--- config.mk ---
export PLATFORM = sky130hd
export DESIGN_NAME = decimal_stroke_digit_generator
export DESIGN_NICKNAME = d
export VERILOG_FILES = /design/src/rtl/dsd_pkg.sv /design/src/rtl/dsd_front.sv /design/src/rtl/dsd_queue.sv /design/src/rtl/dsd_back.sv /design/src/rtl/decimal_stroke_digit_generator.sv
export SDC_FILE = /design/constraint.sdc
export NUM_CORES = 2
export LEC_CHECK = 0
export ABC_CLOCK_PERIOD_IN_PS = 8750
export BUFFER_PORTS_ARGS = -buffer_cell sky130_fd_sc_hd__buf_2
export CORE_ASPECT_RATIO = 2
export CORE_MARGIN = 5
export CORE_UTILIZATION = 50
export DETAILED_ROUTE_END_ITERATION = 7
export PLACE_DENSITY = 0.66
export SETUP_SLACK_MARGIN = 0.2
export SLEW_MARGIN = 0
export SYNTH_ARGS = -nofsm -noshare
export SYNTH_HDL_FRONTEND = slang
export SYNTH_SLANG_ARGS = --single-unit
--- constraint.sdc ---
create_clock -name clk_i -period 8.75 [get_ports clk_i]
set_input_delay 0.4375 -clock clk_i [delete_from_list [all_inputs] [get_ports clk_i]]
set_output_delay 0.4375 -clock clk_i [all_outputs]
set_load 0.02 [all_outputs]
--- src/rtl/dsd_pkg.sv ---
// Shared constants, font table and helper functions for the decimal stroke digit generator.
package dsd_pkg;

  localparam int unsigned GLYPH_BITS = 15;
  localparam int unsigned COORD_BITS = 16;
  localparam int unsigned VALUE_BITS = 32;
  localparam int unsigned IDX_BITS   = 2;

  localparam logic [IDX_BITS-1:0] REG_GLYPH_WIDTH  = 2'd0;
  localparam logic [IDX_BITS-1:0] REG_GLYPH_HEIGHT = 2'd1;

  // floor(u / 10) for u < 2^20 as (u * DIV_RECIP) >> DIV_SHIFT
  localparam int unsigned DIV_BITS  = 20;
  localparam int unsigned DIV_SPAN  = 327680;
  localparam int unsigned DIV_RECIP = 838861;
  localparam int unsigned DIV_SHIFT = 23;

  // segment code {x1, y1, x2, y2}, each 0 low, 1 middle, 2 high
  localparam logic [7:0] FONT_SEG [0:9][0:4] = '{
    '{8'h08, 8'h8A, 8'hA2, 8'h20, 8'h00},
    '{8'h46, 8'h00, 8'h00, 8'h00, 8'h00},
    '{8'h2A, 8'hA9, 8'h91, 8'h10, 8'h08},
    '{8'h2A, 8'hA9, 8'h59, 8'h98, 8'h80},
    '{8'h21, 8'h19, 8'hA8, 8'h00, 8'h00},
    '{8'hA2, 8'h21, 8'h19, 8'h98, 8'h80},
    '{8'hA2, 8'h20, 8'h08, 8'h89, 8'h91},
    '{8'h2A, 8'hA8, 8'h00, 8'h00, 8'h00},
    '{8'h08, 8'h8A, 8'hA2, 8'h20, 8'h19},
    '{8'h2A, 8'hA8, 8'h80, 8'h01, 8'h19}
  };

  localparam logic [2:0] FONT_COUNT [0:9] = '{
    3'd4, 3'd1, 3'd5, 3'd5, 3'd3, 3'd5, 3'd5, 3'd2, 3'd5, 3'd5
  };

  function automatic logic [7:0] glyph_seg(input logic [3:0] d, input logic [2:0] k);
    logic [7:0] r;
    r = 8'h00;
    if (d <= 4'd9 && k <= 3'd4) begin
      r = FONT_SEG[d][k];
    end
    return r;
  endfunction

  function automatic logic [2:0] glyph_count(input logic [3:0] d);
    logic [2:0] r;
    r = 3'd1;
    if (d <= 4'd9) begin
      r = FONT_COUNT[d];
    end
    return r;
  endfunction

endpackage

--- src/rtl/dsd_front.sv ---
// Front end: accepts a number, converts its magnitude to decimal digits and counts them.
module dsd_front import dsd_pkg::*; #(
  parameter int unsigned MAX_DIGITS = 10,
  parameter int unsigned NW = 4,
  parameter int unsigned RW = 32 + 4 + 40
) (
  input  logic                         clk_i,
  input  logic                         rst_ni,
  input  logic                         push_i,
  output logic                         full_o,
  input  logic signed [VALUE_BITS-1:0] value_i,
  input  logic signed [COORD_BITS-1:0] anchor_x_i,
  input  logic signed [COORD_BITS-1:0] anchor_y_i,
  output logic                         enq_o,
  input  logic                         enq_full_i,
  output logic [RW-1:0]                rec_o
);

  typedef enum logic [1:0] {F_IDLE, F_CONV, F_DONE} fstate_e;

  localparam int unsigned BW = 4 * MAX_DIGITS;

  fstate_e                 state_q;
  logic [4:0]              cnt_q;
  logic [VALUE_BITS-1:0]   bin_q;
  logic [BW-1:0]           bcd_q, bcd_d;
  logic                    ovf_q, ovf_d;
  logic [BW-1:0]           adj;
  logic signed [COORD_BITS-1:0] ax_q, ay_q;
  logic [NW-1:0]           n_c;
  logic [VALUE_BITS-1:0]   mag;

  assign mag = value_i[VALUE_BITS-1] ? (~value_i + 1'b1) : value_i;

  always_comb begin
    for (int j = 0; j < MAX_DIGITS; j++) begin
      adj[4*j +: 4] = (bcd_q[4*j +: 4] >= 4'd5) ? bcd_q[4*j +: 4] + 4'd3 : bcd_q[4*j +: 4];
    end
    bcd_d = {adj[BW-2:0], bin_q[VALUE_BITS-1]};
    ovf_d = ovf_q | adj[BW-1];
  end

  always_comb begin
    n_c = NW'(1);
    for (int j = 0; j < MAX_DIGITS; j++) begin
      if (bcd_q[4*j +: 4] != 4'd0) begin
        n_c = NW'(j + 1);
      end
    end
    if (ovf_q) begin
      n_c = NW'(MAX_DIGITS);
    end
  end

  assign full_o = (state_q != F_IDLE);
  assign enq_o  = (state_q == F_DONE) && !enq_full_i;
  assign rec_o  = {ay_q, ax_q, n_c, bcd_q};

  always_ff @(posedge clk_i or negedge rst_ni) begin
    if (!rst_ni) begin
      state_q <= F_IDLE;
      cnt_q   <= '0;
    end else begin
      case (state_q)
        F_IDLE: begin
          if (push_i) begin
            state_q <= F_CONV;
            cnt_q   <= '0;
          end
        end
        F_CONV: begin
          cnt_q <= cnt_q + 5'd1;
          if (cnt_q == 5'd31) begin
            state_q <= F_DONE;
          end
        end
        F_DONE: begin
          if (!enq_full_i) begin
            state_q <= F_IDLE;
          end
        end
        default: state_q <= F_IDLE;
      endcase
    end
  end

  always_ff @(posedge clk_i) begin
    if (state_q == F_IDLE && push_i) begin
      bin_q <= mag;
      bcd_q <= '0;
      ovf_q <= 1'b0;
      ax_q  <= anchor_x_i;
      ay_q  <= anchor_y_i;
    end else if (state_q == F_CONV) begin
      bin_q <= {bin_q[VALUE_BITS-2:0], 1'b0};
      bcd_q <= bcd_d;
      ovf_q <= ovf_d;
    end
  end

`ifndef SYNTHESIS
  a_conv_len: assert property (@(posedge clk_i) disable iff (!rst_ni)
    (state_q == F_CONV && cnt_q == 5'd31) |=> (state_q == F_DONE))
    else $error("conversion did not finish after 32 steps");
  a_idle_ready: assert property (@(posedge clk_i) disable iff (!rst_ni)
    (state_q == F_IDLE && push_i) |=> (state_q == F_CONV && cnt_q == 5'd0))
    else $error("accepted beat did not start conversion");
  a_enq_done: assert property (@(posedge clk_i) disable iff (!rst_ni)
    enq_o |=> (state_q == F_IDLE))
    else $error("front did not release after enqueue");
`endif

endmodule

--- src/rtl/dsd_queue.sv ---
// Two-entry queue carrying digit records from the front end to the back end.
module dsd_queue #(
  parameter int unsigned RW = 76
) (
  input  logic          clk_i,
  input  logic          rst_ni,
  input  logic          enq_i,
  input  logic [RW-1:0] enq_data_i,
  output logic          full_o,
  input  logic          deq_i,
  output logic          empty_o,
  output logic [RW-1:0] deq_data_o
);

  logic [RW-1:0] mem_q [2];
  logic          wr_q, rd_q;
  logic [1:0]    cnt_q;
  logic          do_wr, do_rd;

  assign full_o     = (cnt_q == 2'd2);
  assign empty_o    = (cnt_q == 2'd0);
  assign do_wr      = enq_i && !full_o;
  assign do_rd      = deq_i && !empty_o;
  assign deq_data_o = mem_q[rd_q];

  always_ff @(posedge clk_i or negedge rst_ni) begin
    if (!rst_ni) begin
      wr_q  <= 1'b0;
      rd_q  <= 1'b0;
      cnt_q <= 2'd0;
    end else begin
      if (do_wr) begin
        wr_q <= ~wr_q;
      end
      if (do_rd) begin
        rd_q <= ~rd_q;
      end
      cnt_q <= cnt_q + {1'b0, do_wr} - {1'b0, do_rd};
    end
  end

  always_ff @(posedge clk_i) begin
    if (do_wr) begin
      mem_q[wr_q] <= enq_data_i;
    end
  end

`ifndef SYNTHESIS
  a_cnt_ptr: assert property (@(posedge clk_i) disable iff (!rst_ni)
    (cnt_q == 2'd0 || cnt_q == 2'd2) |-> (wr_q == rd_q))
    else $error("queue pointers disagree with fill count");
  a_cnt_range: assert property (@(posedge clk_i) disable iff (!rst_ni)
    cnt_q != 2'd3)
    else $error("queue overfilled");
  a_cnt_one: assert property (@(posedge clk_i) disable iff (!rst_ni)
    (cnt_q == 2'd1) |-> (wr_q != rd_q))
    else $error("queue pointers out of step");
`endif

endmodule

--- src/rtl/dsd_back.sv ---
// Back end: walks digits and font segments, scales endpoints and holds the result beat.
module dsd_back import dsd_pkg::*; #(
  parameter int unsigned MAX_DIGITS = 10,
  parameter int unsigned NW = 4,
  parameter int unsigned RW = 76
) (
  input  logic                         clk_i,
  input  logic                         rst_ni,
  input  logic                         deq_empty_i,
  output logic                         deq_o,
  input  logic [RW-1:0]                rec_i,
  input  logic [GLYPH_BITS-1:0]        glyph_width_i,
  input  logic [GLYPH_BITS-1:0]        glyph_height_i,
  output logic                         empty_o,
  input  logic                         pop_i,
  output logic signed [COORD_BITS-1:0] start_x_o,
  output logic signed [COORD_BITS-1:0] start_y_o,
  output logic signed [COORD_BITS-1:0] end_x_o,
  output logic signed [COORD_BITS-1:0] end_y_o,
  output logic                         last_segment_o
);

  typedef enum logic [1:0] {B_IDLE, B_SETUP, B_RUN} bstate_e;

  localparam int unsigned BW = 4 * MAX_DIGITS;
  localparam int unsigned DW = (MAX_DIGITS > 1) ? $clog2(MAX_DIGITS) : 1;
  localparam int unsigned LW = $clog2((12 * MAX_DIGITS + 12) * 32768) + 2;
  localparam int unsigned PW = 2 * DIV_BITS;

  bstate_e                 state_q;
  logic [BW-1:0]           bcd_q;
  logic [NW-1:0]           n_q;
  logic signed [COORD_BITS-1:0] ax_q, ay_q;
  logic [DW-1:0]           dig_q;
  logic [2:0]              k_q;
  logic signed [LW-1:0]    left_q;

  logic [3:0]              cur_dig;
  logic [7:0]              seg;
  logic [2:0]              seg_cnt;
  logic                    seg_last_k;
  logic signed [LW-1:0]    w_l, w5, w10, w12, nw, ax10, left0;
  logic                    s2_ready, s1_ready, gen;

  logic                    s1_v_q;
  logic [DIV_BITS-1:0]     ux1_q, ux2_q;
  logic signed [COORD_BITS-1:0] y1_q, y2_q;
  logic                    s1_last_q;

  logic                    out_v_q;
  logic [PW-1:0]           p1, p2;

  function automatic logic [DIV_BITS-1:0] x_prep(input logic signed [LW-1:0] left,
                                                 input logic signed [LW-1:0] off5,
                                                 input logic signed [LW-1:0] off10,
                                                 input logic [1:0] sel);
    logic signed [LW-1:0] t;
    logic [DIV_BITS-1:0]  u;
    case (sel)
      2'd1:    t = left + off5;
      2'd2:    t = left + off10;
      default: t = left;
    endcase
    t = t + LW'(5);
    if (t >= signed'(LW'(DIV_SPAN))) begin
      u = DIV_BITS'(2 * DIV_SPAN - 1);
    end else if (t < -signed'(LW'(DIV_SPAN))) begin
      u = '0;
    end else begin
      u = DIV_BITS'(t + LW'(DIV_SPAN));
    end
    return u;
  endfunction

  function automatic logic signed [COORD_BITS-1:0] y_calc(input logic signed [COORD_BITS-1:0] ay,
                                                          input logic [GLYPH_BITS-1:0] h,
                                                          input logic [1:0] sel);
    logic signed [COORD_BITS+1:0] t;
    logic signed [COORD_BITS-1:0] r;
    case (sel)
      2'd1:    t = (COORD_BITS+2)'(ay) + signed'({3'b000, h[GLYPH_BITS-1:1]}) +
                   signed'({(COORD_BITS+1)'(0), h[0]});
      2'd2:    t = (COORD_BITS+2)'(ay) + signed'({3'b000, h});
      default: t = (COORD_BITS+2)'(ay);
    endcase
    if (t > (COORD_BITS+2)'(32767)) begin
      r = 16'sh7FFF;
    end else if (t < -(COORD_BITS+2)'(32768)) begin
      r = 16'sh8000;
    end else begin
      r = t[COORD_BITS-1:0];
    end
    return r;
  endfunction

  assign cur_dig    = bcd_q[4*dig_q +: 4];
  assign seg        = glyph_seg(cur_dig, k_q);
  assign seg_cnt    = glyph_count(cur_dig);
  assign seg_last_k = (k_q == seg_cnt - 3'd1);

  assign w_l   = LW'({1'b0, glyph_width_i});
  assign w5    = (w_l <<< 2) + w_l;
  assign w10   = w5 <<< 1;
  assign w12   = (w_l <<< 3) + (w_l <<< 2);
  assign nw    = LW'(n_q) * w_l;
  assign ax10  = (LW'(ax_q) <<< 3) + (LW'(ax_q) <<< 1);
  assign left0 = ax10 - ((nw <<< 2) + (nw <<< 1));

  assign s2_ready = !out_v_q || pop_i;
  assign s1_ready = !s1_v_q || s2_ready;
  assign gen      = (state_q == B_RUN) && s1_ready;
  assign deq_o    = (state_q == B_IDLE) && !deq_empty_i;

  always_ff @(posedge clk_i or negedge rst_ni) begin
    if (!rst_ni) begin
      state_q <= B_IDLE;
      s1_v_q  <= 1'b0;
      out_v_q <= 1'b0;
      dig_q   <= '0;
      k_q     <= '0;
    end else begin
      case (state_q)
        B_IDLE: begin
          if (!deq_empty_i) begin
            state_q <= B_SETUP;
          end
        end
        B_SETUP: begin
          state_q <= B_RUN;
          dig_q   <= DW'(n_q - NW'(1));
          k_q     <= '0;
        end
        B_RUN: begin
          if (gen) begin
            if (seg_last_k) begin
              k_q <= '0;
              if (dig_q == '0) begin
                state_q <= B_IDLE;
              end else begin
                dig_q <= dig_q - DW'(1);
              end
            end else begin
              k_q <= k_q + 3'd1;
            end
          end
        end
        default: state_q <= B_IDLE;
      endcase
      if (s1_ready) begin
        s1_v_q <= gen;
      end
      if (s2_ready) begin
        out_v_q <= s1_v_q;
      end
    end
  end

  always_ff @(posedge clk_i) begin
    if (deq_o) begin
      bcd_q <= rec_i[BW-1:0];
      n_q   <= rec_i[BW +: NW];
      ax_q  <= rec_i[BW+NW +: COORD_BITS];
      ay_q  <= rec_i[BW+NW+COORD_BITS +: COORD_BITS];
    end
    if (state_q == B_SETUP) begin
      left_q <= left0;
    end else if (gen && seg_last_k) begin
      left_q <= left_q + w12;
    end
    if (gen) begin
      ux1_q     <= x_prep(left_q, w5, w10, seg[7:6]);
      ux2_q     <= x_prep(left_q, w5, w10, seg[3:2]);
      y1_q      <= y_calc(ay_q, glyph_height_i, seg[5:4]);
      y2_q      <= y_calc(ay_q, glyph_height_i, seg[1:0]);
      s1_last_q <= seg_last_k && (dig_q == '0);
    end
    if (s2_ready && s1_v_q) begin
      start_x_o      <= {~p1[DIV_SHIFT+COORD_BITS-1], p1[DIV_SHIFT +: COORD_BITS-1]};
      end_x_o        <= {~p2[DIV_SHIFT+COORD_BITS-1], p2[DIV_SHIFT +: COORD_BITS-1]};
      start_y_o      <= y1_q;
      end_y_o        <= y2_q;
      last_segment_o <= s1_last_q;
    end
  end

  assign p1      = PW'(ux1_q) * PW'(DIV_RECIP);
  assign p2      = PW'(ux2_q) * PW'(DIV_RECIP);
  assign empty_o = !out_v_q;

`ifndef SYNTHESIS
  a_setup_run: assert property (@(posedge clk_i) disable iff (!rst_ni)
    (state_q == B_SETUP) |=> (state_q == B_RUN))
    else $error("setup cycle not followed by run");
  a_s1_hold: assert property (@(posedge clk_i) disable iff (!rst_ni)
    (s1_v_q && !s2_ready) |=> (s1_v_q && $stable(ux1_q) && $stable(s1_last_q)))
    else $error("stage one lost a stalled beat");
  a_k_range: assert property (@(posedge clk_i) disable iff (!rst_ni)
    (state_q == B_RUN) |-> (k_q < seg_cnt))
    else $error("segment index beyond glyph");
  a_digit_range: assert property (@(posedge clk_i) disable iff (!rst_ni)
    (state_q == B_RUN) |-> (DW'(dig_q) < n_q))
    else $error("digit index beyond digit count");
`endif

endmodule

--- src/rtl/decimal_stroke_digit_generator.sv ---
// Top level of the decimal stroke digit generator: registers, front end, queue, back end.
//
// Usage: write glyph_width (index 0) and glyph_height (index 1) through cfg_we_i,
// cfg_idx_i and cfg_data_i while the block is idle; both hold their defaults after reset.
// Push a number with push/full: a beat is taken when push is high and full low.
// The front end runs a 32-step binary-to-decimal conversion (one step per cycle)
// and keeps full high until its record enters the two-entry queue to the back end,
// waiting while that queue is full. The back end passes a setup state per number,
// then emits one segment per cycle while not stalled (1 to 5*MAX_DIGITS per number)
// through a two-stage pipeline whose second stage is the result register. A result
// waits on the output ports while empty is low and leaves when pop is high; a stalled
// receiver holds the pipeline, then the queue, then the front end. The front end can
// take a new number once its record is queued, even while the back end still emits
// the segments of earlier numbers. Reset empties every stage.
module decimal_stroke_digit_generator import dsd_pkg::*; #(
  parameter int unsigned MAX_DIGITS      = 10,
  parameter int unsigned COORD_FRAC_BITS = 12
) (
  input  logic                         clk_i,
  input  logic                         rst_ni,
  input  logic                         cfg_we_i,
  input  logic [IDX_BITS-1:0]          cfg_idx_i,
  input  logic [GLYPH_BITS-1:0]        cfg_data_i,
  input  logic                         push,
  output logic                         full,
  input  logic signed [VALUE_BITS-1:0] value_i,
  input  logic signed [COORD_BITS-1:0] anchor_x_i,
  input  logic signed [COORD_BITS-1:0] anchor_y_i,
  output logic                         empty,
  input  logic                         pop,
  output logic signed [COORD_BITS-1:0] start_x_o,
  output logic signed [COORD_BITS-1:0] start_y_o,
  output logic signed [COORD_BITS-1:0] end_x_o,
  output logic signed [COORD_BITS-1:0] end_y_o,
  output logic                         last_segment_o
);

  localparam int unsigned NW = $clog2(MAX_DIGITS + 1);
  localparam int unsigned RW = 2 * COORD_BITS + NW + 4 * MAX_DIGITS;
  localparam int unsigned WIDTH_RST  = ((2 ** COORD_FRAC_BITS) * 10 + 50) / 100;
  localparam int unsigned HEIGHT_RST = ((2 ** COORD_FRAC_BITS) * 15 + 50) / 100;

  logic [GLYPH_BITS-1:0] glyph_width_q, glyph_height_q;
  logic                  enq, enq_full, deq, deq_empty;
  logic [RW-1:0]         rec_in, rec_out;

  always_ff @(posedge clk_i or negedge rst_ni) begin
    if (!rst_ni) begin
      glyph_width_q  <= GLYPH_BITS'(WIDTH_RST);
      glyph_height_q <= GLYPH_BITS'(HEIGHT_RST);
    end else if (cfg_we_i) begin
      case (cfg_idx_i)
        REG_GLYPH_WIDTH:  glyph_width_q  <= cfg_data_i;
        REG_GLYPH_HEIGHT: glyph_height_q <= cfg_data_i;
        default: ;
      endcase
    end
  end

  dsd_front #(.MAX_DIGITS(MAX_DIGITS), .NW(NW), .RW(RW)) u_front (
    .clk_i      (clk_i),
    .rst_ni     (rst_ni),
    .push_i     (push),
    .full_o     (full),
    .value_i    (value_i),
    .anchor_x_i (anchor_x_i),
    .anchor_y_i (anchor_y_i),
    .enq_o      (enq),
    .enq_full_i (enq_full),
    .rec_o      (rec_in)
  );

  dsd_queue #(.RW(RW)) u_queue (
    .clk_i      (clk_i),
    .rst_ni     (rst_ni),
    .enq_i      (enq),
    .enq_data_i (rec_in),
    .full_o     (enq_full),
    .deq_i      (deq),
    .empty_o    (deq_empty),
    .deq_data_o (rec_out)
  );

  dsd_back #(.MAX_DIGITS(MAX_DIGITS), .NW(NW), .RW(RW)) u_back (
    .clk_i          (clk_i),
    .rst_ni         (rst_ni),
    .deq_empty_i    (deq_empty),
    .deq_o          (deq),
    .rec_i          (rec_out),
    .glyph_width_i  (glyph_width_q),
    .glyph_height_i (glyph_height_q),
    .empty_o        (empty),
    .pop_i          (pop),
    .start_x_o      (start_x_o),
    .start_y_o      (start_y_o),
    .end_x_o        (end_x_o),
    .end_y_o        (end_y_o),
    .last_segment_o (last_segment_o)
  );

endmodule
After elaboration in Yosys (flattened, before gate mapping)
Memories as Yosys holds them, arrays and structs flattened. A register that Yosys moved wholly into a read port is not among the register bits.
Cells that the tools add are included.

storage, ports and cells
  register bits after elaboration = 320
  memory bits (writable) = 152
  ROM bits = 688
  output and inout bits = 67
  word-level logic and storage cells = 234
  memories kept = 3

cells by class
  add/subtract/negate cells = 33
  multipliers = 3
  $lt $le $gt $ge = 22
  equal/unequal tests = 24
  shift-type cells = 1
  mux-type cells = 66
  bitwise gates (word level) = 8
  reduce and logical (&&, ||, !) cells = 44

memory list
  name             words  width  read ports  clocked after memory_dff  write ports  RTL line         text
  (no name shown)  16     40     1           0                         0            dsd_pkg.sv:40    r = FONT_SEG[d][k];
  u_queue.mem_q    2      76     1           1                         1            dsd_queue.sv:15  logic [RW-1:0] mem_q [2];
  (no name shown)  16     3      1           0                         0            dsd_pkg.sv:49    r = FONT_COUNT[d];

operator list
  cell                                                                               number
  25-bit adder                                                                       4
  25-bit two-way mux                                                                 4
  25-bit case mux with 2 select lines                                                2
  32-bit two-way mux                                                                 3
  40-bit two-way mux                                                                 2
  20-bit by 20-bit multiplier with 39-bit output, second input constant              2
  18-bit case mux with 2 select lines                                                2
  4-bit two-way mux                                                                  17
  25-bit by 4-bit adder with 25-bit output, second input constant                    2
  25-bit by 20-bit >= comparator with 1-bit output, second input constant            2
  25-bit by 20-bit < comparator with 1-bit output, second input constant             2
  20-bit by 19-bit adder with 20-bit output, second input constant                   2
  4-bit by 2-bit adder with 4-bit output, second input constant                      10
  4-bit by 3-bit >= comparator with 1-bit output, second input constant              10
  20-bit two-way mux                                                                 2
  40-bit by 7-bit variable part select with 4-bit output                             1
  18-bit by 16-bit greater-than comparator with 1-bit output, second input constant  2
  18-bit by 16-bit < comparator with 1-bit output, second input constant             2
  18-bit two-way mux                                                                 2
  4-bit nonzero test                                                                 9
  32-bit by 1-bit adder with 32-bit output, second input constant                    1
  16-bit two-way mux                                                                 2
  32-bit inverter                                                                    1
  3-bit two-way mux                                                                  9
  47 further kinds                                                                   106

Depth between registers and ports, before layout
  depth after elaboration = 15
  gate-level depth with buffers = 38
  mapped depth without buffers = 36

Cells and area by module
A second synthesis with hierarchy kept.

unflattened totals
  cell total of the unflattened synthesis = 4708
  area, all modules = 49242.2 um^2

modules (own cells, without submodules)
  module                          times used  cells each  area an instance (um^2)
  dsd_back                        1           3822        36568.8
  dsd_queue                       1           255         5818.1
  dsd_front                       1           567         5699.2
  decimal_stroke_digit_generator  1           64          1156.1

Worst setup path before layout
No wires, ideal clock.

  path type = reg2reg
  from = register u_back.dig_q[0]
  to = register u_back.ux1_q[6] (data pin)
  library setup time = 146 ps
  arrival = 7619 ps
  required time = 8604 ps
  setup slack = 985 ps
  stages on the path, launching flop included = 37
  buffers on the path = 6
  clock period less this slack = 7765 ps
  path through = dfrtp_1 > clkbuf_1 > buf_1 > mux4_2 > mux2i_1 > o2bb2ai_1 > inv_1 > ha_1 > nand2_1 > o211ai_1 > o21ai_0 > a221o_1 > a21oi_1 > nor2_1 > or2_2 > ha_1 > buf_2 > clkbuf_1 > clkbuf_1 > nand2_1 > o21ai_0 > ha_1 > nor2_1 > nor4_1 > and4b_1 > nand3b_1 > nor3_1 > xnor2_1 > ha_1 > nand4_1 > nor3_1 > o221ai_1 > nand4bb_1 > a22oi_1 > o21ai_2 > buf_6 > a21oi_1

between the ends
  word-level cells in the longest chain between the ends = 15

ends and longest elaborated chain
  item                                                                                                          RTL line                        text
  start: declaration                                                                                            dsd_back.sv:34                  logic [DW-1:0] dig_q;
  start signal: assignment                                                                                      dsd_back.sv:130                 dig_q <= DW'(n_q - NW'(1));
  start signal: assignment                                                                                      dsd_back.sv:140                 dig_q <= dig_q - DW'(1);
  40-bit by 7-bit variable part select with 4-bit output (*)                                                    dsd_back.sv:96                  assign cur_dig = bcd_q[4*dig_q +: 4];
  4-bit inverter with 5-bit output (not written as such)                                                        dsd_pkg.sv:40
  memory read 16 x 40 bit                                                                                       --
  40-bit two-way mux (not written as such) (2 in series)                                                        dsd_pkg.sv:40
  8-bit binary-select mux with 3-bit select                                                                     dsd_pkg.sv:40
  8-bit two-way mux (not written as such) (2 in series)                                                         dsd_pkg.sv:40
  8-bit two-way mux (*)                                                                                         dsd_pkg.sv:39                   if (d <= 4'd9 && k <= 3'd4) begin
  2-bit equality test or 2-bit by 1-bit equality test with 1-bit output (tied branches)                         dsd_back.sv:59                  case (sel)
  25-bit case mux with 2 select lines (*)                                                                       dsd_back.sv:59
  25-bit two-way mux (*)                                                                                        dsd_back.sv:170                 if (gen) begin
  25-bit by 4-bit adder with 25-bit output (*)                                                                  dsd_back.sv:64                  t = t + LW'(5);
  20-bit by 19-bit adder with 20-bit output or 25-bit by 20-bit < comparator with 1-bit output (tied branches)  dsd_back.sv:70, dsd_back.sv:67
  20-bit two-way mux                                                                                            dsd_back.sv:67                  end else if (t < -signed'(LW'(DIV_SPAN))) begin
  end signal: assignment                                                                                        dsd_back.sv:171                 ux1_q <= x_prep(left_q, w5, w10, seg[7:6]);
  end: declaration                                                                                              dsd_back.sv:46                  logic [DIV_BITS-1:0] ux1_q, ux2_q;

Every way passes the cells marked *; elsewhere a longest branch is shown, timed or not. The select of a mux whose other input is x is not followed.
A chain may end at the register's enable or synchronous reset.

Final worst setup path
  from = register u_back.dig_q[0]
  to = register u_back.ux1_q[2] (data pin)

Same word-level chain as after synthesis.

==> qor.csv <==
metric;value;unit
hold_violations;0;
synth_xor_area_share;4.75;%
num_vias;34400;
synth_edf_count;454;
dieArea;103000;sq um
cts_tree;yes;
fill_cells;8348;
grt_pass1_vias;35600;
postRouteAntennaNets;0;
final_core_util;54.9;%
drive_gt1_share;10.3;%
syn_avg_cell_area;10.4;sq um
portBuffers;152;
rsz0062_at_grt;no;
ioPinCount;153;
critPathMaxStageDelay;670;ps
status;complete, no violations;
crit_fanout;28;
synth_top_area_share;28.3;%
dr.first_iter.drc_count;2189;
viasPerCell;5.69;
clock-sinks;547;
synth_compound_area_share;13.0;%
crit_type;reg -> reg;
setup_viol;0;
synth_cell_types;111;
whs_path_depth;1;
fmax;126;MHz
cts_buffer_depth;3;
synthAdderAreaFrac;29.6;%
slew_headroom;20.3;%
synth_top_flop_cell;edfxtp_1;
regToRegStartpoint;u_back.dig_q[0]$_DFFE_PN0P_;
syn_nets;5634;
syn_inst;4608;
hold_path.class;in -> reg;
hold_ws;43.7;ps
worstReg2RegEnd;u_back.ux1_q[2]$_SDFFCE_PP1P_;
area_growth;9.37;%
setup.worst_path.start_class;flop;
maxSlewViolCount;0;
place_hpwl;96500;um
rr_worst_depth;31;
design_area;52600;sq um
yosysTopAreaCell;edfxtp_1;
cpMostUsedCell;ha_1;
clockRootBuffer;clkbuf_16;
fp.coreArea;95900;sq um
firstDrtPassIters;5;
numCtsBuffers;51;
arrival;8410;ps
synth_area_leaders;edfxtp_1 28%, ha_1 16%, fa_1 14%;
register_area;15800;sq um
drc;0;
setup_tns;0;ps
async_flop_share;9.51;%
row_count;161;
layout.nets;5795;
grt_max_degree;88;
seq_area_frac_synth;32.8;%
crit_path_top_delay_cell;or4_1;
grt_pass1_wl;193000;um
hold_end;u_front.ay_q[4]$_DFFE_PP_;
ys_ff_latch;547;
synth_top_family_by_area;adder cells;
period_minus_slack;7940;ps
synth_area;48100;sq um
worst_pin_slew;1200;ps
antenna_found_initial;4;
fin_crit_sh;90.8;%
placed_area;50300;sq um
gr-usage-all-layers;23.3;%
reg2reg_slack;810;ps
holdCritStartpoint;anchor_y_i[4];
routabilityCongestion;0.928;
die_w;229;um
path_clk_slew;70;ps
wl;121000;um
dieHeight;449;um
grt-ovfl-total;0;
htreeDepth;2;
wl_per_cell;20.0;um
insertion_delay;670;ps
skew;64.9;ps
synthMuxAreaShare;3.63;%
multiInputGateArea;29500;sq um
start_util;50.2;%
yosys.area_share.simple;10.2;%
maxCapViolCount;0;
required;9220;ps
yosys_warnings;0;
cp-end-kind;flop;
-- Yosys cell counts, types with 34 or more instances --
cell      number
and2_1        44
nand2_1      285
o21a_1        34
fa_1         331
xor2_1       106
a22oi_1       38
a21o_1        71
nor2_1       208
nor3_1        73
o21ai_0      215
mux2_2       110
nor2b_1       34
nand3_1      100
xnor2_1      155
inv_1        635
a21oi_1      245
o31ai_1       34
ha_1         609
clkbuf_1      94
edfxtp_1     454
dfxtp_1       41
dfrtp_1       42
nand2b_1      51
-- stage by stage --
stage	cells	worst slack, ps
finish	6039	808
detailed placement	5902	335
global placement	5902	385
CTS	6030	290
global route	6035	230
floorplan	4608	985
-- cells in the final DEF (no fill, tap or decap), drive strengths merged, types with 15 or more instances in the layout --
cell type,count
edfxtp,454
a22oi,38
and2,48
nand4,24
nor2,211
fa,331
o21bai,33
o211ai,23
o21ai,235
dlygate4sd3,32
or2,17
nor2b,34
a211oi,32
nand2,285
a31oi,25
a21o,71
xnor2,155
o21a,34
nor3,74
o22ai,15
or3,27
xor2,106
inv,643
dfxtp,41
clkbuf,55
dfrtp,42
ha,609
mux2i,33
o31ai,34
mux2,112
nand3,100
and3,30
buf,206
a21oi,251
clkinv,18
nand2b,51
-- area by class of cell --
class                      instances  share of cell area, %
clock inverter                    41                   1.15
timing repair buffer             238                   2.85
inverter                         639                   4.56
tap                             1222                   2.91
clock buffer                      55                   2.45
antenna                            5                 0.0238
sequential                       547                   30.0
multi-input combinational       3292                   56.1
-- worst max-delay path, delay by kind of cell (launching register included) --
family / cells / cell delay (ps)
adder cells (fa/ha/maj): 3 / 780
AO/OA/AOI/OAI: 12 / 2400
XOR/XNOR: 1 / 110
multiplexers: 2 / 710
buffers and inverters: 3 / 620
flip-flops: 1 / 580
AND/OR/NAND/NOR: 10 / 2570
-- kinds of logic (layout without fill, tap and decap cells) --
logic type               count (synthesis)  after routing
adder cells (fa/ha/maj)                940            940
flip-flops                             547            547
AO/OA/AOI/OAI                          955            955
AND/OR/NAND/NOR                        984            984
buffers and inverters                  769            973
multiplexers                           152            152
other                                    0              5
XOR/XNOR                               261            261
-- worst max-delay path by stage --
stage / startpoint / end / slack [ps] / cells past startpoint
after floorplan: u_back.dig_q[0]$_DFFE_PN0P_ / u_back.ux1_q[6]$_SDFFCE_PP1P_ / 990 / 36
final: u_back.dig_q[0]$_DFFE_PN0P_ / u_back.ux1_q[2]$_SDFFCE_PP1P_ / 810 / 31
after detailed placement: u_back.dig_q[0]$_DFFE_PN0P_ / u_back.ux1_q[12]$_SDFFCE_PP1P_ / 340 / 30
after global routing: u_back.dig_q[1]$_DFFE_PN0P_ / u_back.ux1_q[2]$_SDFFCE_PP1P_ / 230 / 30
after global placement: u_back.dig_q[0]$_DFFE_PN0P_ / u_back.ux1_q[2]$_SDFFCE_PP1P_ / 380 / 30
after CTS: u_back.ux1_q[17]$_SDFFCE_PP0P_ / u_back.start_x_o[14]$_DFFE_PP_ / 290 / 26
-- state kept, by name, indices dropped and copies added, names as in the netlist, 3 cells and up --
name,flops
glyph_height_q,15
glyph_width_q,15
u_back.ax_q,16
u_back.ay_q,16
u_back.bcd_q,40
u_back.dig_q,4
u_back.end_x_o,16
u_back.end_y_o,16
u_back.k_q,3
u_back.left_q,24
u_back.n_q,4
u_back.start_x_o,16
u_back.start_y_o,16
u_back.ux1_q,20
u_back.ux2_q,20
u_back.y1_q,16
u_back.y2_q,16
u_front.ax_q,16
u_front.ay_q,16
u_front.bcd_q,40
u_front.bin_q,32
u_front.cnt_q,5
u_queue.mem_q,152
-- routing by layer --
metal	vias up	global-route usage [%]	routed length (um)
met4	2	6.20	3260
met3	158	2.55	5760
li1	16600	-	-
met2	871	39.8	58500
met5	-	0	13
met1	16800	31.8	53000
-- repair_timing --
item                                    in CTS  in global routing
endpoints found under the setup margin       0                 45
hold endpoints to repair                    73                  0
gates resized for setup                      0                 19
buffers inserted                             0                  4
hold buffers                                32                  0
Power is left out: the tool's default activity adds up to more than one toggle a clock period on the data nets, which glitch-free logic cannot reach.
